===== src/sv/smpp_pkg.sv =====
`default_nettype none

package smpp_pkg;

	localparam int FFT_POINTS_DFLT = 1024;
	localparam int PEAK_BINS_DFLT  = 512;

	localparam int BIN_W  = 32;
	localparam int HALF_W = 16;
	localparam int MAG_W  = 13;
	localparam int IDX_W  = 10;
	localparam int FREQ_W = 15;
	localparam int THR_W  = 13;

	// The power is scaled by 2^14 before the square root is taken.
	localparam int POW_W   = 32;
	localparam int SCALE_W = 14;
	localparam int RAD_W   = POW_W + SCALE_W;
	localparam int ROOT_W  = RAD_W / 2;

	localparam logic [MAG_W-1:0]  MAG_MAX    = 13'd8191;
	localparam logic [FREQ_W-1:0] FREQ_MAX   = 15'd32767;
	localparam logic [FREQ_W-1:0] FREQ_MUL   = 15'd20000;
	localparam int                FREQ_DIV   = 498;
	localparam logic [THR_W-1:0]  THR_RESET  = 13'd20;

	// Divisor selection of the shared serial divider.
	localparam logic DIV_SEL_MAG  = 1'b0;
	localparam logic DIV_SEL_FREQ = 1'b1;

	typedef struct packed {
		logic [BIN_W-1:0] packed_bin;
		logic             last_bin;
	} smpp_in_t;

	typedef struct packed {
		logic [MAG_W-1:0]  magnitude;
		logic [IDX_W-1:0]  bin_index;
		logic [FREQ_W-1:0] peak_frequency;
		logic              frame_done;
	} smpp_out_t;

	// Absolute value of a two's complement half word; the most negative code gives 32768.
	function automatic logic [HALF_W-1:0] abs16(input logic [HALF_W-1:0] x);
		logic [HALF_W-1:0] r;
		r = x[HALF_W-1] ? (~x + HALF_W'(1)) : x;
		return r;
	endfunction

endpackage

`default_nettype wire


===== src/sv/smpp_isqrt.sv =====
`default_nettype none

module smpp_isqrt
	import smpp_pkg::*;
(
	input  wire logic              clk,
	input  wire logic              arst_n,
	input  wire logic              start,
	input  wire logic [POW_W-1:0]  power,
	output logic                   done,
	output logic [ROOT_W-1:0]      root
);

	localparam int REM_W = ROOT_W + 1;
	localparam int T_W   = REM_W + 2;
	localparam int CNT_W = $clog2(ROOT_W + 1);

	logic [RAD_W-1:0]  rad_q;
	logic [REM_W-1:0]  rem_q;
	logic [ROOT_W-1:0] root_q;
	logic [CNT_W-1:0]  cnt_q;
	logic              busy_q;
	logic              done_q;

	logic [T_W-1:0] t;
	logic [T_W-1:0] trial;
	logic           ge;

	// Two radicand bits enter the partial remainder each cycle and one root bit is decided.
	assign t     = {rem_q, rad_q[RAD_W-1 -: 2]};
	assign trial = T_W'({root_q, 2'b01});
	assign ge    = (t >= trial);

	always_ff @(posedge clk or negedge arst_n) begin
		if (!arst_n) begin
			busy_q <= 1'b0;
			done_q <= 1'b0;
			cnt_q  <= '0;
		end else begin
			done_q <= 1'b0;
			if (start) begin
				busy_q <= 1'b1;
				cnt_q  <= CNT_W'(ROOT_W);
			end else if (busy_q) begin
				cnt_q <= cnt_q - CNT_W'(1);
				if (cnt_q == CNT_W'(1)) begin
					busy_q <= 1'b0;
					done_q <= 1'b1;
				end
			end
		end
	end

	always_ff @(posedge clk) begin
		if (start) begin
			rad_q  <= {power, SCALE_W'(0)};
			rem_q  <= '0;
			root_q <= '0;
		end else if (busy_q) begin
			rad_q  <= {rad_q[RAD_W-3:0], 2'b00};
			rem_q  <= ge ? REM_W'(t - trial) : REM_W'(t);
			root_q <= {root_q[ROOT_W-2:0], ge};
		end
	end

	assign done = done_q;
	assign root = root_q;

endmodule

`default_nettype wire


===== src/sv/smpp_sdiv.sv =====
`default_nettype none

module smpp_sdiv
	import smpp_pkg::*;
#(
	parameter int DW    = 24,
	parameter int RW    = 11,
	parameter int DIV_A = 1024,
	parameter int DIV_B = 498
) (
	input  wire logic          clk,
	input  wire logic          arst_n,
	input  wire logic          start,
	input  wire logic          sel,
	input  wire logic [DW-1:0] dividend,
	output logic               done,
	output logic [DW-1:0]      quotient
);

	localparam int CNT_W = $clog2(DW + 1);

	logic [DW-1:0]    num_q;
	logic [RW-2:0]    rem_q;
	logic             sel_q;
	logic [CNT_W-1:0] cnt_q;
	logic             busy_q;
	logic             done_q;

	logic [RW-1:0] t;
	logic [RW-1:0] dv;
	logic          ge;

	// Restoring division: one dividend bit in, one quotient bit out per cycle.
	assign dv = (sel_q == DIV_SEL_FREQ) ? RW'(DIV_B) : RW'(DIV_A);
	assign t  = {rem_q, num_q[DW-1]};
	assign ge = (t >= dv);

	always_ff @(posedge clk or negedge arst_n) begin
		if (!arst_n) begin
			busy_q <= 1'b0;
			done_q <= 1'b0;
			cnt_q  <= '0;
		end else begin
			done_q <= 1'b0;
			if (start) begin
				busy_q <= 1'b1;
				cnt_q  <= CNT_W'(DW);
			end else if (busy_q) begin
				cnt_q <= cnt_q - CNT_W'(1);
				if (cnt_q == CNT_W'(1)) begin
					busy_q <= 1'b0;
					done_q <= 1'b1;
				end
			end
		end
	end

	always_ff @(posedge clk) begin
		if (start) begin
			num_q <= dividend;
			rem_q <= '0;
			sel_q <= sel;
		end else if (busy_q) begin
			num_q <= {num_q[DW-2:0], ge};
			rem_q <= ge ? (RW-1)'(t - dv) : (RW-1)'(t);
		end
	end

	assign done     = done_q;
	assign quotient = num_q;

endmodule

`default_nettype wire


===== src/sv/spectrum_magnitude_peak_picker.sv =====
// Spectrum magnitude and peak picker.
// Input channel (in_valid, in_stall, in_data): one FFT bin per request, in index order,
// with last_bin set on the final bin of a frame. Output channel (out_valid, out_stall,
// out_data): exactly one result per bin, carrying the bin's magnitude, its index and,
// on the last bin, the peak frequency of the frame with frame_done set.
// Configuration channel (cfg_valid, cfg_ready, cfg_data) writes the peak threshold;
// cfg_ready is always high and the register should only be written while idle.
// One bin is processed at a time. The work is a bit-serial square root (ROOT_W = 23
// steps) followed by a bit-serial division by FFT_POINTS (DW steps, 24 by default), and
// the bin's result is then registered; a new bin is taken only after that. The last bin
// of a frame whose peak reaches the threshold also needs a frequency division by
// FREQ_DIV on the same divider.
// A result waits in the output register while out_stall is high; the next bin is
// already accepted and processed, and only its final write waits for the register.
// Reset clears the bin counter and the peak search, empties the output register and sets
// the threshold to 20.
`default_nettype none

module spectrum_magnitude_peak_picker
	import smpp_pkg::*;
#(
	parameter int FFT_POINTS = FFT_POINTS_DFLT,
	parameter int PEAK_BINS  = PEAK_BINS_DFLT
) (
	input  wire logic             clk,
	input  wire logic             arst_n,
	input  wire logic             in_valid,
	output logic                  in_stall,
	input  wire smpp_in_t         in_data,
	output logic                  out_valid,
	input  wire logic             out_stall,
	output smpp_out_t             out_data,
	input  wire logic             cfg_valid,
	output logic                  cfg_ready,
	input  wire logic [THR_W-1:0] cfg_data
);

	localparam int CNT_W = $clog2(FFT_POINTS);
	localparam int BB_W  = $clog2(PEAK_BINS);
	localparam int FD_W  = BB_W + FREQ_W;
	localparam int DW    = (FD_W > ROOT_W) ? FD_W : ROOT_W;
	localparam int DMAX  = (FFT_POINTS > FREQ_DIV) ? FFT_POINTS : FREQ_DIV;
	localparam int RW    = $clog2(DMAX) + 1;

	localparam logic [3:0] S_IDLE  = 4'd0;
	localparam logic [3:0] S_SQ_RE = 4'd1;
	localparam logic [3:0] S_SQ_IM = 4'd2;
	localparam logic [3:0] S_ROOT  = 4'd3;
	localparam logic [3:0] S_MAG   = 4'd4;
	localparam logic [3:0] S_PEAK  = 4'd5;
	localparam logic [3:0] S_FMUL  = 4'd6;
	localparam logic [3:0] S_FREQ  = 4'd7;
	localparam logic [3:0] S_OUT   = 4'd8;

	logic [3:0]        state_q;
	logic [THR_W-1:0]  thr_q;
	logic [CNT_W-1:0]  cnt_q;
	logic [MAG_W-1:0]  best_mag_q;
	logic [BB_W-1:0]   best_bin_q;

	logic [HALF_W-1:0] re_q;
	logic [HALF_W-1:0] im_q;
	logic              last_q;
	logic [POW_W-1:0]  sq_q;
	logic [MAG_W-1:0]  mag_q;
	logic [IDX_W-1:0]  idx_q;
	logic [FD_W-1:0]   fprod_q;
	logic [FREQ_W-1:0] freq_q;

	logic              out_valid_q;
	smpp_out_t         out_q;

	logic [POW_W-1:0]  power;
	logic              sqrt_start;
	logic              sqrt_done;
	logic [ROOT_W-1:0] root;
	logic              div_start;
	logic              div_sel;
	logic [DW-1:0]     div_in;
	logic              div_done;
	logic [DW-1:0]     quot;

	logic              in_peak;
	logic              upd;
	logic [MAG_W-1:0]  nb_mag;
	logic [BB_W-1:0]   nb_bin;
	logic              slot_free;

	assign power      = sq_q + POW_W'(im_q) * POW_W'(im_q);
	assign sqrt_start = (state_q == S_SQ_IM);

	assign div_start = ((state_q == S_ROOT) && sqrt_done) || (state_q == S_FMUL);
	assign div_sel   = (state_q == S_FMUL) ? DIV_SEL_FREQ : DIV_SEL_MAG;
	assign div_in    = (state_q == S_FMUL) ? DW'(fprod_q) : DW'(root);

	// Bins 1 to PEAK_BINS-1 take part in the search; a tie keeps the earlier bin.
	assign in_peak = (cnt_q != '0) && (32'(cnt_q) < 32'(PEAK_BINS));
	assign upd     = in_peak && (mag_q > best_mag_q);
	assign nb_mag  = upd ? mag_q : best_mag_q;
	assign nb_bin  = upd ? BB_W'(cnt_q) : best_bin_q;

	assign slot_free = !out_valid_q || !out_stall;

	smpp_isqrt u_isqrt (
		.clk    (clk),
		.arst_n (arst_n),
		.start  (sqrt_start),
		.power  (power),
		.done   (sqrt_done),
		.root   (root)
	);

	smpp_sdiv #(
		.DW    (DW),
		.RW    (RW),
		.DIV_A (FFT_POINTS),
		.DIV_B (FREQ_DIV)
	) u_sdiv (
		.clk      (clk),
		.arst_n   (arst_n),
		.start    (div_start),
		.sel      (div_sel),
		.dividend (div_in),
		.done     (div_done),
		.quotient (quot)
	);

	always_ff @(posedge clk or negedge arst_n) begin
		if (!arst_n) begin
			state_q     <= S_IDLE;
			thr_q       <= THR_RESET;
			cnt_q       <= '0;
			best_mag_q  <= '0;
			best_bin_q  <= '0;
			out_valid_q <= 1'b0;
		end else begin
			if (cfg_valid) begin
				thr_q <= cfg_data;
			end
			if ((state_q == S_OUT) && slot_free) begin
				out_valid_q <= 1'b1;
			end else if (out_valid_q && !out_stall) begin
				out_valid_q <= 1'b0;
			end
			unique case (state_q)
				S_IDLE: begin
					if (in_valid) begin
						state_q <= S_SQ_RE;
					end
				end
				S_SQ_RE: state_q <= S_SQ_IM;
				S_SQ_IM: state_q <= S_ROOT;
				S_ROOT: begin
					if (sqrt_done) begin
						state_q <= S_MAG;
					end
				end
				S_MAG: begin
					if (div_done) begin
						state_q <= S_PEAK;
					end
				end
				S_PEAK: begin
					if (last_q) begin
						cnt_q      <= '0;
						best_mag_q <= '0;
						best_bin_q <= '0;
						state_q    <= (nb_mag >= thr_q) ? S_FMUL : S_OUT;
					end else begin
						cnt_q      <= (cnt_q == CNT_W'(FFT_POINTS - 1)) ?
							'0 : cnt_q + CNT_W'(1);
						best_mag_q <= nb_mag;
						best_bin_q <= nb_bin;
						state_q    <= S_OUT;
					end
				end
				S_FMUL: state_q <= S_FREQ;
				S_FREQ: begin
					if (div_done) begin
						state_q <= S_OUT;
					end
				end
				S_OUT: begin
					if (slot_free) begin
						state_q <= S_IDLE;
					end
				end
				default: state_q <= S_IDLE;
			endcase
		end
	end

	always_ff @(posedge clk) begin
		if ((state_q == S_IDLE) && in_valid) begin
			re_q   <= abs16(in_data.packed_bin[HALF_W-1:0]);
			im_q   <= abs16(in_data.packed_bin[BIN_W-1:HALF_W]);
			last_q <= in_data.last_bin;
		end
		if (state_q == S_SQ_RE) begin
			sq_q <= POW_W'(re_q) * POW_W'(re_q);
		end
		if ((state_q == S_MAG) && div_done) begin
			mag_q <= (quot > DW'(MAG_MAX)) ? MAG_MAX : MAG_W'(quot);
		end
		if (state_q == S_PEAK) begin
			idx_q   <= IDX_W'(cnt_q);
			fprod_q <= FD_W'(nb_bin) * FD_W'(FREQ_MUL);
			freq_q  <= '0;
		end
		if ((state_q == S_FREQ) && div_done) begin
			freq_q <= (quot > DW'(FREQ_MAX)) ? FREQ_MAX : FREQ_W'(quot);
		end
		if ((state_q == S_OUT) && slot_free) begin
			out_q.magnitude      <= mag_q;
			out_q.bin_index      <= idx_q;
			out_q.peak_frequency <= freq_q;
			out_q.frame_done     <= last_q;
		end
	end

	assign in_stall  = (state_q != S_IDLE);
	assign out_valid = out_valid_q;
	assign out_data  = out_q;
	assign cfg_ready = 1'b1;

endmodule

`default_nettype wire


===== config.mk =====
export PLATFORM = sky130hd
export DESIGN_NAME = spectrum_magnitude_peak_picker
export DESIGN_NICKNAME = d
export VERILOG_FILES = /design/src/sv/smpp_pkg.sv /design/src/sv/smpp_isqrt.sv /design/src/sv/smpp_sdiv.sv /design/src/sv/spectrum_magnitude_peak_picker.sv
export SDC_FILE = /design/constraint.sdc
export NUM_CORES = 2
export LEC_CHECK = 0
export ABC_AREA = 1
export ABC_CLOCK_PERIOD_IN_PS = 6250
export BUFFER_PORTS_ARGS = -buffer_cell sky130_fd_sc_hd__buf_4
export CORE_MARGIN = 10
export CORE_UTILIZATION = 31
export CTS_BUF_LIST = sky130_fd_sc_hd__clkbuf_16
export DETAILED_ROUTE_END_ITERATION = 12
export HOLD_SLACK_MARGIN = 0.02
export PLACE_DENSITY = 0.46
export SLEW_MARGIN = 20
export SYNTH_ARGS = -nofsm -noshare
export SYNTH_HDL_FRONTEND = slang
export SYNTH_HIERARCHICAL = 1
export SYNTH_SLANG_ARGS = --single-unit

===== constraint.sdc =====
create_clock -name clk -period 6.25 [get_ports clk]
set_input_delay 1.25 -clock clk [delete_from_list [all_inputs] [get_ports clk]]
set_output_delay 1.25 -clock clk [all_outputs]
set_load 0.01 [all_outputs]

# Word level (Yosys, flattened, before mapping)
# Index checks and enable logic that the tools add are counted.
# W data, S select, Z words.
dict set report word_totals {
  output_inout_bits 42
  reg_bits 339
  input_bits 51
}
dict set report op_classes {
  n_addsub 8
  muxes 46
  bitwise_logic 2
  n_mul 3
  reduce_logical 20
  eq_ne 16
  magnitude_cmp 7
}
# cell n
set op_table {}
lappend op_table {{$mux W24} 4}
lappend op_table {{$mux W46} 2}
lappend op_table {{$mux W15} 5}
lappend op_table {{$mul A16 B16 Y32} 2}
lappend op_table {{$pmux W4 S9} 1}
lappend op_table {{$add A16 B1 Y16 const B} 2}
lappend op_table {{$add A32 B32 Y32} 1}
lappend op_table {{$not A16 Y16} 2}
lappend op_table {{$mux W10} 3}
lappend op_table {{$mux W4} 7}
lappend op_table {{$ge A26 B25 Y1} 1}
lappend op_table {{$mux W13} 2}
lappend op_table {{$gt A24 B13 Y1 const B} 1}
lappend op_table {{$gt A24 B15 Y1 const B} 1}
lappend op_table {{$sub A24 B24 Y24} 1}
lappend op_table {{$mux W5} 4}
lappend op_table {{$mul A9 B10 Y19 const B} 1}
lappend op_table {{$mux W9} 2}
lappend op_table {{$eq A4 B3 Y1 const B} 4}
lappend op_table {{$mux W1} 15}
lappend op_table {{$ge A13 B13 Y1} 1}
lappend op_table {{$gt A13 B13 Y1} 1}
lappend op_table {{$ge A11 B11 Y1} 1}
lappend op_table {{$mux W11} 1}
lappend op_table {{other kinds (19)} 37}

# Logic depth before layout (Yosys ltp)
dict set report depth {
  ltp_word 8
  depth_mapped 29
}

# Cells and area by module
# The synthesis kept the hierarchy.
# module area_per_inst_um2 seq_area_each_um2 instances cells_per_inst
set by_module_without_submodules {}
lappend by_module_without_submodules {spectrum_magnitude_peak_picker 26947.1 6058.3 1 3151}
lappend by_module_without_submodules {smpp_isqrt 5067.4 2077.0 1 719}
lappend by_module_without_submodules {smpp_sdiv 2257.2 1126.1 1 289}

# Worst setup path after synthesis
# OpenSTA, ideal clock, no wires.
dict set report synth_timing {
  path_kind {flip-flop to flip-flop}
  startpoint {register im_q[4]}
  endpoint {register u_isqrt.rad_q[45] (data pin)}
  arrival_ps 5484
  stages_incl_launch_ff 24
  setup_slack_ps 512
  path_buffers 2
  synth_period_minus_slack_ps 5738
  setup_ps 254
  cell_sequence {edfxtp_1 clkbuf_1 buf_1 nand2_1 fa_1 inv_1 fa_1 fa_1 fa_1 fa_1 inv_1 fa_1 inv_1 ha_1 a21oi_1 o21ai_0 a21oi_1 nor2_1 nor2_1 nand2_1 nand2_1 nand2_1 nand2_1 nand2_1}
}
dict set report synth_via {
  elab_chain_len 3
}
# element line_no
set synth_rtl {}
lappend synth_rtl {{start, declared} spectrum_magnitude_peak_picker.sv:62} ;# logic [HALF_W-1:0] im_q;
lappend synth_rtl {{start signal, assigned} spectrum_magnitude_peak_picker.sv:196} ;# im_q <= abs16(in_data.packed_bin[BIN_W-1:HALF_W]);
lappend synth_rtl {{$mul A16 B16 Y32} spectrum_magnitude_peak_picker.sv:89} ;# assign power = sq_q + POW_W'(im_q) * POW_W'(im_q);
lappend synth_rtl {{$add A32 B32 Y32} spectrum_magnitude_peak_picker.sv:89}
lappend synth_rtl {{named net power[31]} spectrum_magnitude_peak_picker.sv:73} ;# logic [POW_W-1:0] power;
lappend synth_rtl {{$mux W46} smpp_isqrt.sv:55} ;# if (start) begin
lappend synth_rtl {{end signal, assigned} smpp_isqrt.sv:56} ;# rad_q <= {power, SCALE_W'(0)};
lappend synth_rtl {{end signal, assigned} smpp_isqrt.sv:60} ;# rad_q <= {rad_q[RAD_W-3:0], 2'b00};
lappend synth_rtl {{end, declared} smpp_isqrt.sv:18} ;# logic [RAD_W-1:0] rad_q;
# The timed path passes the listed nets, and every way through them passes these cells.
# A chain may end at the register's enable or synchronous reset.

# Worst setup path after layout
dict set report layout_timing {
  startpoint {register im_q[12]}
  endpoint {register u_isqrt.rad_q[41] (data pin)}
}
# The elaborated chain is that of the path after synthesis.

==> run summary <==
## Run status
• **outcome** finished, final reports clean

## Die
• **# rows** 121
• **number of ports placed on the die boundary** 93
• **Die Y-Extent** 352 um
• **overall die width** 352 um
• **starting density of the core** 31.4%
• **Core ar.** 0.109 mm2
• **area of the die** 0.124 mm2

## Setup path
• **cell occurring most often along the worst timing path** nand2_1
• **CP Data Required Time** 6590 ps
• **crit path kind** register to register
• **buffers and inverters on the worst path** 6
• **r2r startpoint** im_q[12]
• **worst setup path startpoint** im_q[12]
• **capture point of the worst reg-to-reg path** u_isqrt/rad_q[41]
• **type of element launching the critical path** register
• **critical path's top delay family** adder cells
• **kind of capture point of the worst setup path** register
• **R2R Setup Slk** 260 ps
• **highest-delay cell along the critical path** fa_1
• **crit-path cells** buf_4, nand2_1, inv_1, ha_1, xnor2_1, fa_1, fa_1, inv_1, fa_1, fa_1, inv_1, fa_1, inv_1, ha_1, nand2_1, nor2_1, inv_1, nor4_1, nand2_1, nand4_1, nand2_1, nand2_1, nand2_1
• **cells on worst reg2reg path** 23
• **arrival time at the worst endpoint** 6340 ps
• **highest cell delay on the worst timing path** 570 ps
• **maximum fanout count along the critical path** 6

## Hold path
• **hold path startpoint** idx_q[8]
• **path type of the worst min-delay path** register to register
• **hold path endpoint** out_data[24]
• **Cells on Worst Hold Path** 0

## STA
• **final worst path period need** 5990 ps
• **Max Clock Skew** 44.3 ps
• **Worst-Margin Slew** 1050 ps
• **headroom to the max-slew limit** 29.7%
• **total setup violations reported at the end of the flow** 0
• **final-report hold violation count** 0
• **Pins Over Slew Limit** 0
• **share of the clock period used by the worst path** 95.9%
• **maximum clock frequency** 167 MHz
• **Worst Hold Slack** 414 ps

## Global route
• **largest net degree at the start of global routing** 65
• **via count of the first global-routing pass** 26500
• **aggregate global-route resource usage** 13.6%
• **global-route wire length before repair** 140000 um
• **number of antenna violations at the first check in global routing** 0
• **global route total overflow** 0

## Final layout
• **net count of the finished layout** 5011
• **layout cell share with drive strength beyond 1** 7.38%
• **Antenna Diode Count** 0
• **non-filler cells, final** 5783
• **Fill cells** 11700
• **P&R area growth vs syn** 12.4%

## Route
• **iteration count of the initial detailed-routing pass** 6
• **drt total wl** 83800 um
• **vias after detailed routing** 25500
• **DRC violation count after routing** 0
• **1st-iter DRT viols** 1234
• **routed wirelength normalized by instance count** 14.5 um
• **post-route ant nets** 0
• **drt via density** 4.41

## Logic synthesis
• **Yosys reg bits** 338
• **Mean Syn Cell Area** 8.24 um2
• **Synthesized Nets** 4898
• **count of flip-flops with a built-in enable after synthesis** 217
• **part of the Yosys area used for sequential elements** 27.0%
• **number of cells produced by synthesis** 4159
• **summed instance area of the synthesized netlist** 0.0343 mm2
• **Yosys cell types** 55
• **total number of yosys warnings** 6
• **leading area contributor after synthesis** fa_1
• **predominant post-synthesis flop cell** edfxtp_1
• **dominant cells by area after synthesis** fa_1 (22%), edfxtp_1 (19%), nand2_1 (12%), ha_1 (11%), inv_1 (11%)
• **Async SR Flop Fraction** 18.9%
• **share of Yosys cell area claimed by the top area cell type** 21.8%

## Placed design
• **total half-perimeter wirelength after legalization and detailed placement** 68600 um
• **total placed cells including tap cells** 5678
• **placer congestion estimate** 0.850
• **input/output buffers** 91

## Clock network
• **maximum level of the CTS H-tree** 2
• **TritonCTS buffer count** 44
• **source-to-sink clock delay at the later pin of the worst-skew pair** 630 ps
• **cts-stage hold buffer count** 0
• **clock sink count** 338
• **clock slew at reported path FFs** 60 ps
• **root buffer cell** clkbuf_16
• **CTS tree** done
• **Clock Tree Buf Depth** 3

## Job
• **Max Cap Viol** 0

-- logic make-up after synthesis --
logic type                 synth area share (%)
and+or+nand+nor                            19.3
buffers and inverters                      12.4
adders and majority gates                  33.3
DFF                                        27.0
AOI/OAI and AO/OA                          5.02
xor gates and xnor gates                   2.81
muxes                                    0.0986
other                                    0.0219
-- cell usage in the layout, fill, tap and decap left out, types with 57 or more instances in the layout --
cell | netlist | routed
nor2_1 | 201 | 195
xor2_1 | 76 | 76
inv_1 | 985 | 993
buf_4 | 6 | 175
fa_1 | 374 | 374
dfrtp_1 | 62 | 62
nand2_1 | 1069 | 1069
a21oi_1 | 147 | 145
edfxtp_1 | 217 | 217
ha_1 | 314 | 312
dfxtp_1 | 57 | 57
o21ai_0 | 86 | 83
nand3_1 | 182 | 182
-- final cells by class --
| class | count | area [um2] | share of cell area [%] |
|---|---|---|---|
| clock buffers | 45 | 1130 | 2.92 |
| well taps | 1476 | 1850 | 4.80 |
| repair buffers | 179 | 1380 | 3.58 |
| multi-input cells | 2710 | 20800 | 54.1 |
| clock inverters | 36 | 325 | 0.845 |
| flip-flops and latches | 338 | 9260 | 24.0 |
| inverters | 999 | 3750 | 9.74 |
-- state kept, by name (all words and copies together) (netlist names), 19 cells and up --
register	flops
fprod_q	19
out_data	39
sq_q	31
u_isqrt/rad_q	32
u_isqrt/rem_q	24
u_isqrt/root	23
u_sdiv/quotient	24
-- synthesized netlist by cell type (3+ instances only) --
cell	instances
nand4_1	30
o22ai_1	24
inv_2	12
a21oi_1	147
xnor2_1	34
and2_1	17
or2_2	8
nand3_1	182
nor2_1	201
ha_1	314
nor4_2	3
nand3b_1	17
buf_4	6
nand2_2	9
clkbuf_1	85
buf_6	4
o21bai_1	15
fa_1	374
o211ai_1	6
o21a_1	3
edfxtp_1	217
buf_2	11
dfxtp_1	57
a21o_1	12
buf_1	5
mux2_2	3
or2_1	3
nor3_1	33
nor2_2	7
dfrtp_1	62
xor2_1	76
inv_1	985
nor4_1	7
o21ai_0	86
a21boi_0	4
nand2_1	1069
-- metal layers --
| layer | track usage [%] | part of all wire, % | up-vias |
|---|---|---|---|
| met5 | 0 | 0 | - |
| met4 | 2.97 | 1.8 | 0 |
| met3 | 1.88 | 3.4 | 74 |
| met2 | 22.6 | 46 | 319 |
| met1 | 18.7 | 49 | 12200 |
| li1 | - | - | 12900 |
-- worst max-delay path by stage --
stage                              endpoint  slack, ps  cells past startpoint
after floorplan           u_isqrt/rad_q[45]        510                     23
after global placement    u_isqrt/rad_q[41]       -110                     20
after detailed placement  u_isqrt/rad_q[41]        -20                     20
after CTS                 u_isqrt/rad_q[41]        120                     20
after global routing      u_isqrt/rad_q[41]         -8                     24
final                     u_isqrt/rad_q[41]        260                     23
-- stage by stage --
step	TNS [ps]	setup WS (ps)	util (%)	area (um2)
2_1_floorplan	0	512	-	34300
3_3_place_gp	-115	-115	33.7	36800
3_5_place_dp	-24.5	-24.5	33.7	36900
4_1_cts	0	117	35.1	38300
5_1_grt	-8.35	-8.35	35.2	38500
6_report	0	257	35.2	38500
-- repair_timing --
item | 4_1_cts | 5_1_grt
cloned | 0 | 0
endpoints found under the setup margin | 1 | 11
gates resized for setup | 0 | 11
endpoints found under the hold margin | 0 | 0
buffers inserted | 4 | 20
Power is left out: the tool's default activity adds up to more than one toggle a clock period on the data nets, which glitch-free logic cannot reach.
